[config.mk]
export PLATFORM = sky130hd
export DESIGN_NAME = mesm_ctrl
export DESIGN_NICKNAME = d
export VERILOG_FILES = /design/src/hw/rtl/mesm_pkg.sv /design/src/hw/rtl/mesm_ctrl.sv
export SDC_FILE = /design/constraint.sdc
export NUM_CORES = 1
export LEC_CHECK = 0
export BUFFER_PORTS_ARGS = -buffer_cell sky130_fd_sc_hd__buf_2
export CAP_MARGIN = 20
export CORE_MARGIN = 2
export CORE_UTILIZATION = 29
export DETAILED_ROUTE_END_ITERATION = 10
export SKIP_CTS_REPAIR_TIMING = 1
export SYNTH_ARGS = -nofsm -noshare
export SYNTH_HDL_FRONTEND = slang
export SYNTH_SLANG_ARGS = --single-unit
[constraint.sdc]
create_clock -name i_clk -period 1.4 [get_ports i_clk]
set_input_delay 0.21 -clock i_clk [delete_from_list [all_inputs] [get_ports i_clk]]
set_output_delay 0.21 -clock i_clk [all_outputs]
set_load 0.02 [all_outputs]
[src/hw/rtl/mesm_pkg.sv]
// Shared types and codes for the MIDI event store and merge block.
// Used by mesm_ctrl, mesm_dp and midi_event_store_merge; no dependencies.
package mesm_pkg;

    localparam int DEF_STORE_DEPTH = 256;

    localparam int TS_W    = 32;
    localparam int CHAN_W  = 4;
    localparam int BYTE_W  = 8;
    localparam int FUNC_W  = 3;
    localparam int CODE_W  = 2;
    localparam int COUNT_W = 9;
    localparam int IN_TDATA_W  = 64;
    localparam int OUT_TDATA_W = 64;

    // request kinds
    localparam logic [FUNC_W-1:0] FUNC_NOTE_ON  = 3'd0;
    localparam logic [FUNC_W-1:0] FUNC_NOTE_OFF = 3'd1;
    localparam logic [FUNC_W-1:0] FUNC_ERASE    = 3'd2;
    localparam logic [FUNC_W-1:0] FUNC_MERGE    = 3'd3;
    localparam logic [FUNC_W-1:0] FUNC_READ     = 3'd4;

    // result codes
    localparam logic [CODE_W-1:0] CODE_OK       = 2'd0;
    localparam logic [CODE_W-1:0] CODE_FULL     = 2'd1;
    localparam logic [CODE_W-1:0] CODE_RANGE    = 2'd2;
    localparam logic [CODE_W-1:0] CODE_REJECTED = 2'd3;

    // MIDI opcode nibbles
    localparam logic [3:0] OP_NOTE_ON  = 4'h9;
    localparam logic [3:0] OP_NOTE_OFF = 4'h8;

    typedef struct packed {
        logic [TS_W-1:0]   ts;
        logic [BYTE_W-1:0] st;
        logic [BYTE_W-1:0] data;
    } t_entry;

    typedef struct packed {
        logic load;
        logic note_wr;
        logic walk_start;
        logic erase_step;
        logic erase_end;
        logic copy_step;
        logic copy_end;
        logic snap_cmp;
        logic item_put;
        logic merge_end;
        logic rd_issue;
        logic rd_capture;
        logic finish;
    } t_cmd;

    typedef struct packed {
        logic [FUNC_W-1:0] func;
        logic merging;
        logic walk_busy;
        logic snap_more;
        logic take_snap;
        logic last;
        logic drain;
        logic out_busy;
    } t_sts;

endpackage

[src/hw/rtl/mesm_ctrl.sv]
// Sequencer for the MIDI event store: steps each request through its phases.
// Depends on mesm_pkg; drives mesm_dp through t_cmd and watches t_sts.
module mesm_ctrl
    import mesm_pkg::*;
(
    input  logic i_clk,
    input  logic i_rst_n,
    input  logic i_in_valid,
    input  t_sts i_sts,
    output logic o_in_ready,
    output t_cmd o_cmd
);

    localparam logic [3:0] S_IDLE  = 4'd0;
    localparam logic [3:0] S_DISP  = 4'd1;
    localparam logic [3:0] S_ERASE = 4'd2;
    localparam logic [3:0] S_COPY  = 4'd3;
    localparam logic [3:0] S_MRD   = 4'd4;
    localparam logic [3:0] S_MCMP  = 4'd5;
    localparam logic [3:0] S_MEND  = 4'd6;
    localparam logic [3:0] S_RDCAP = 4'd7;
    localparam logic [3:0] S_FIN   = 4'd8;

    logic [3:0] r_state;
    logic [3:0] n_state;

    assign o_in_ready = (r_state == S_IDLE);

    always_comb begin
        n_state = r_state;
        o_cmd   = '0;
        case (r_state)
            S_IDLE: begin
                if (i_in_valid) begin
                    o_cmd.load = 1'b1;
                    n_state    = S_DISP;
                end
            end
            S_DISP: begin
                case (i_sts.func)
                    FUNC_NOTE_ON, FUNC_NOTE_OFF: begin
                        o_cmd.note_wr = 1'b1;
                        n_state       = S_FIN;
                    end
                    FUNC_ERASE: begin
                        if (i_sts.merging) begin
                            n_state = S_FIN;
                        end else begin
                            o_cmd.walk_start = 1'b1;
                            n_state          = S_ERASE;
                        end
                    end
                    FUNC_MERGE: begin
                        if (i_sts.merging) begin
                            n_state = S_MRD;
                        end else begin
                            o_cmd.walk_start = 1'b1;
                            n_state          = S_COPY;
                        end
                    end
                    FUNC_READ: begin
                        o_cmd.rd_issue = 1'b1;
                        n_state        = S_RDCAP;
                    end
                    default: n_state = S_FIN;
                endcase
            end
            S_ERASE: begin
                o_cmd.erase_step = 1'b1;
                if (!i_sts.walk_busy) begin
                    o_cmd.erase_end = 1'b1;
                    n_state         = S_FIN;
                end
            end
            S_COPY: begin
                o_cmd.copy_step = 1'b1;
                if (!i_sts.walk_busy) begin
                    o_cmd.copy_end = 1'b1;
                    n_state        = S_MRD;
                end
            end
            S_MRD: begin
                if (i_sts.snap_more) begin
                    n_state = S_MCMP;
                end else if (i_sts.drain) begin
                    n_state = S_MEND;
                end else begin
                    o_cmd.item_put = 1'b1;
                    n_state        = i_sts.last ? S_MRD : S_MEND;
                end
            end
            S_MCMP: begin
                if (i_sts.take_snap) begin
                    o_cmd.snap_cmp = 1'b1;
                    n_state        = S_MRD;
                end else begin
                    o_cmd.item_put = 1'b1;
                    n_state        = i_sts.last ? S_MRD : S_MEND;
                end
            end
            S_MEND: begin
                o_cmd.merge_end = 1'b1;
                n_state         = S_FIN;
            end
            S_RDCAP: begin
                o_cmd.rd_capture = 1'b1;
                n_state          = S_FIN;
            end
            S_FIN: begin
                if (!i_sts.out_busy) begin
                    o_cmd.finish = 1'b1;
                    n_state      = S_IDLE;
                end
            end
            default: n_state = S_IDLE;
        endcase
    end

    always_ff @(posedge i_clk) begin
        if (!i_rst_n) begin
            r_state <= S_IDLE;
        end else begin
            r_state <= n_state;
        end
    end

endmodule

# After elaboration in Yosys (flattened, before gate mapping)
# Cells that the tools add are included.
# word_totals
reg_bits	4
# classes
eq_ne	16
n_reduce_logical	6
n_mux	33
# op_table
op	n
case mux 4 bit (8 select lines)	1
2-to-1 mux 4 bit	6
2-to-1 mux 1 bit	17
== test 4 x 3 -> 1 bit (second input constant)	4
2-to-1 mux 2 bit	6
case mux 4 bit (3 select lines)	1
== test 4 x 2 -> 1 bit (second input constant)	2
inequality test 2 bit (second input constant)	4
== test 3 x 2 -> 1 bit (second input constant)	2
OR reduction 2 bit	3
== test 4 x 1 -> 1 bit (second input constant)	1
== test 4 bit (second input constant)	1
zero test 4 bit	1
AND reduction 4 bit	1
== test 3 x 1 -> 1 bit (second input constant)	1
== test 3 bit (second input constant)	1
zero test 3 bit	1
2-to-1 mux 3 bit	1
case mux 1 bit (2 select lines)	1

# Longest topological paths before layout
# depth
depth_word	4
depth_mapped	5

# Worst setup path before layout
# No wires, ideal clock.
# synth_path
path_kind	flip-flop to output port
start	register r_state[2]
end	output o_cmd[12] in the netlist's numbering
arrival_ns	1.607
t_required_ns	1.190
stages_incl_launch_ff	4
path_buffers	1
setup_slack_ns	-0.417
path_cell_list	dfxtp_1 clkbuf_1 nor4_1 and2_1
# synth_lines
item	line_no	text
start, declared	mesm_ctrl.sv:24	logic [3:0] r_state;
start signal, assigned	mesm_ctrl.sv:123	r_state <= n_state;
end, declared	mesm_ctrl.sv:11	output t_cmd o_cmd

==> out/metrics.csv <==
stage,metric,value,unit
timing,worst_slack,-0.263,ns
clock_tree,cts.reportedPaths.clkPinSlew,0.04,ns
yosys,syn-instance-count,61,
final_layout,synthToLayoutAreaGrowth,90.2,%
clock_tree,cts_max_level,1,
die,die_area,1830,sq um
yosys,async_flop_share,0,%
timing,hold_viol,0,
timing,fin_crit_sh,119,%
timing,fin_tns_setup,-1.15,ns
drt,wire_per_inst,12.6,um
global_route,grt.total_usage,16.2,%
final_layout,drive_gt1_share,62.6,%
status,violations,negative setup slack,
power_and_ir_drop,p_leak,0.357,nW
yosys,synthSimpleGateAreaFrac,51.1,%
yosys,synth-xor-area-share,0,%
yosys,synth_compound_area_share,26.4,%
clock_tree,root_buffer,clkbuf_4,
timing,setup_viol_count_final,9,
yosys,synth_area_per_cell,7.14,sq um
flow_run,maxCapViolations,0,
yosys,yosys.cell_types.count,31,
global_route,grt_pass1_vias,522,
status,outcome,"complete, but fails checks",
yosys,synth-edff-count,0,
final_layout,fin_util,61.4,%
clock_tree,cts_made_buffers,3,
yosys,synth_top_family_by_area,simple AND/OR/NAND/NOR gates,
setup_path,criticalPathCategory,reg2out,
clock_tree,clkLatencyLatePin,0.23,ns
timing,timing.fmax,601,MHz
placed_design,port_buffers,26,
timing,post-route-min-period,1.66,ns
drt,vias,594,
timing,worstMarginPinSlew,0.419,ns
yosys,synth_fa_ha_area_share,0,%
global_route,antenna_found_initial,0,
yosys,yosysWarnings,0,
setup_path,start_kind,flop,
global_route,grt_pass1_wl,2230,um
final_layout,largest_register_ffs,4,
timing,rsz0062_at_grt,yes,
final_layout,multi_input_comb_area,435,sq um
final_layout,insertedDiodeCount,0,
timing,skew,0.00263,ns
placed_design,dp_hpwl,1150,um
die,initial_core_util,32.3,%
final_layout,final_nets,114,
yosys,synth_flop_cell,dfxtp_1,
final_layout,fin_area,828,sq um
timing,relSlewSlack,72.0,%
final_layout,largest-register,r_state,
die,dieWidth,42.8,um
die,rows,13,
setup_path,end_kind,output pin,
drt,drc,0,
min_path,hold_class,in2reg,
final_layout,largestRegisters,r_state: 4 flops,
timing,whs,0.216,ns
drt,routed_wl,1430,um
clock_tree,cts_tree,built,
power_and_ir_drop,power,604,uW
die,core,1350,sq um
timing,drv_slew,0,
placed_design,gp_congestion,0.853,
placed_design,placed_area,706,sq um
power_and_ir_drop,power_density,729,nW/um^2
final_layout,fin_cells,114,
yosys,synth_seq_cells,4,
yosys,synth_seq_area_share,18.4,%
die,io_pins,27,
clock_tree,clock_path_buffers,2,
final_layout,fillCellCount,140,
placed_design,pre_cts_ws,-0.119,ns
global_route,overflow,0,
drt,drt_iter0_drc,14,
final_layout,seq_area,86.3,sq um
global_route,grt_max_degree,10,
yosys,synth_area,435,sq um
clock_tree,clock-sinks,4,
setup_path,path_max_fanout,4,
yosys,syn-num-nets,74,
yosys,synth.mux.area_fraction,0,%
placed_design,dp.cells,110,
setup_path,worstPathArrival,1.45,ns
setup_path,crit_required,1.19,ns
drt,first_pass_iters,4,
drt,routed_via_density,5.21,
die,dieHeight,42.8,um
drt,ant_nets,0,
power_and_ir_drop,ir_drop,0.484,mV
-- final timing paths --
path,from,end,slack [ns],cells after the start
max,r_state[2],o_cmd[2],-0.26,4
min,i_rst_n,r_state[1],0.22,2
max reg2reg,r_state[2],r_state[0],0.05,5
min reg2reg,r_state[2],r_state[2],0.68,3
-- area by class of cell --
| class | count | share of cell area (%) |
|---|---|---|
| Multi-Input combinational cell | 53 | 52.6 |
| Timing Repair Buffer | 38 | 31.6 |
| Inverter | 1 | 0.453 |
| Clock buffer | 3 | 2.72 |
| Sequential cell | 4 | 10.4 |
| Tap cell | 15 | 2.27 |
-- kinds of logic (layout without fill, tap and decap cells) --
group	count (synthesis)	after routing
compound gates	15	15
simple gates	38	38
buf+inv	4	42
flops	4	4
-- Yosys cell counts, drive strengths merged, types with 2 or more instances --
cell type	number	area, sq um
nor2	8	30.0
nand2	6	22.5
dfxtp	4	80.1
nor3b	4	30.0
nand2b	3	18.8
nor2b	3	18.8
nor3	3	15.0
o21ai	3	15.0
a21oi	2	10.0
and3	2	12.5
buf	2	10.0
nand3	2	10.0
nor4	2	12.5
-- worst max-delay path, cell delays in order, from the launching register on --
cell and delay (ns):
dfxtp_2 0.33, nand2b_4 0.14, or3_4 0.34, nor4b_4 0.23, buf_4 0.18
-- placed cells by master (no fill, tap or decap), types with 2 or more instances in the layout --
cell type / netlist / layout
buf_6: 0 / 3
nor2_4: 0 / 2
nand2_1: 6 / 6
dfxtp_2: 0 / 2
a21oi_1: 2 / 2
nor2_1: 8 / 6
and3_1: 2 / 2
o21ai_1: 1 / 2
buf_4: 0 / 21
clkbuf_4: 0 / 3
nor3_2: 0 / 3
nand2b_4: 0 / 2
nor2b_1: 3 / 3
buf_2: 2 / 14
nor3b_1: 4 / 2
-- routing by layer --
metal  part of all wire [%]  track usage, %
met1                     43            20.0
met5                      0               0
met4                    1.0            9.38
met2                     50            25.8
met3                    5.8            2.98
-- power by group --
part | total [mW] | internal [mW] | switching [mW]
logic | 0.323 | 0.160 | 0.163
registers | 0.140 | 0.125 | 0.0144
clock network | 0.141 | 0.0958 | 0.0456
total | 0.604 | 0.381 | 0.223
Power figures use the tool's default switching activity.
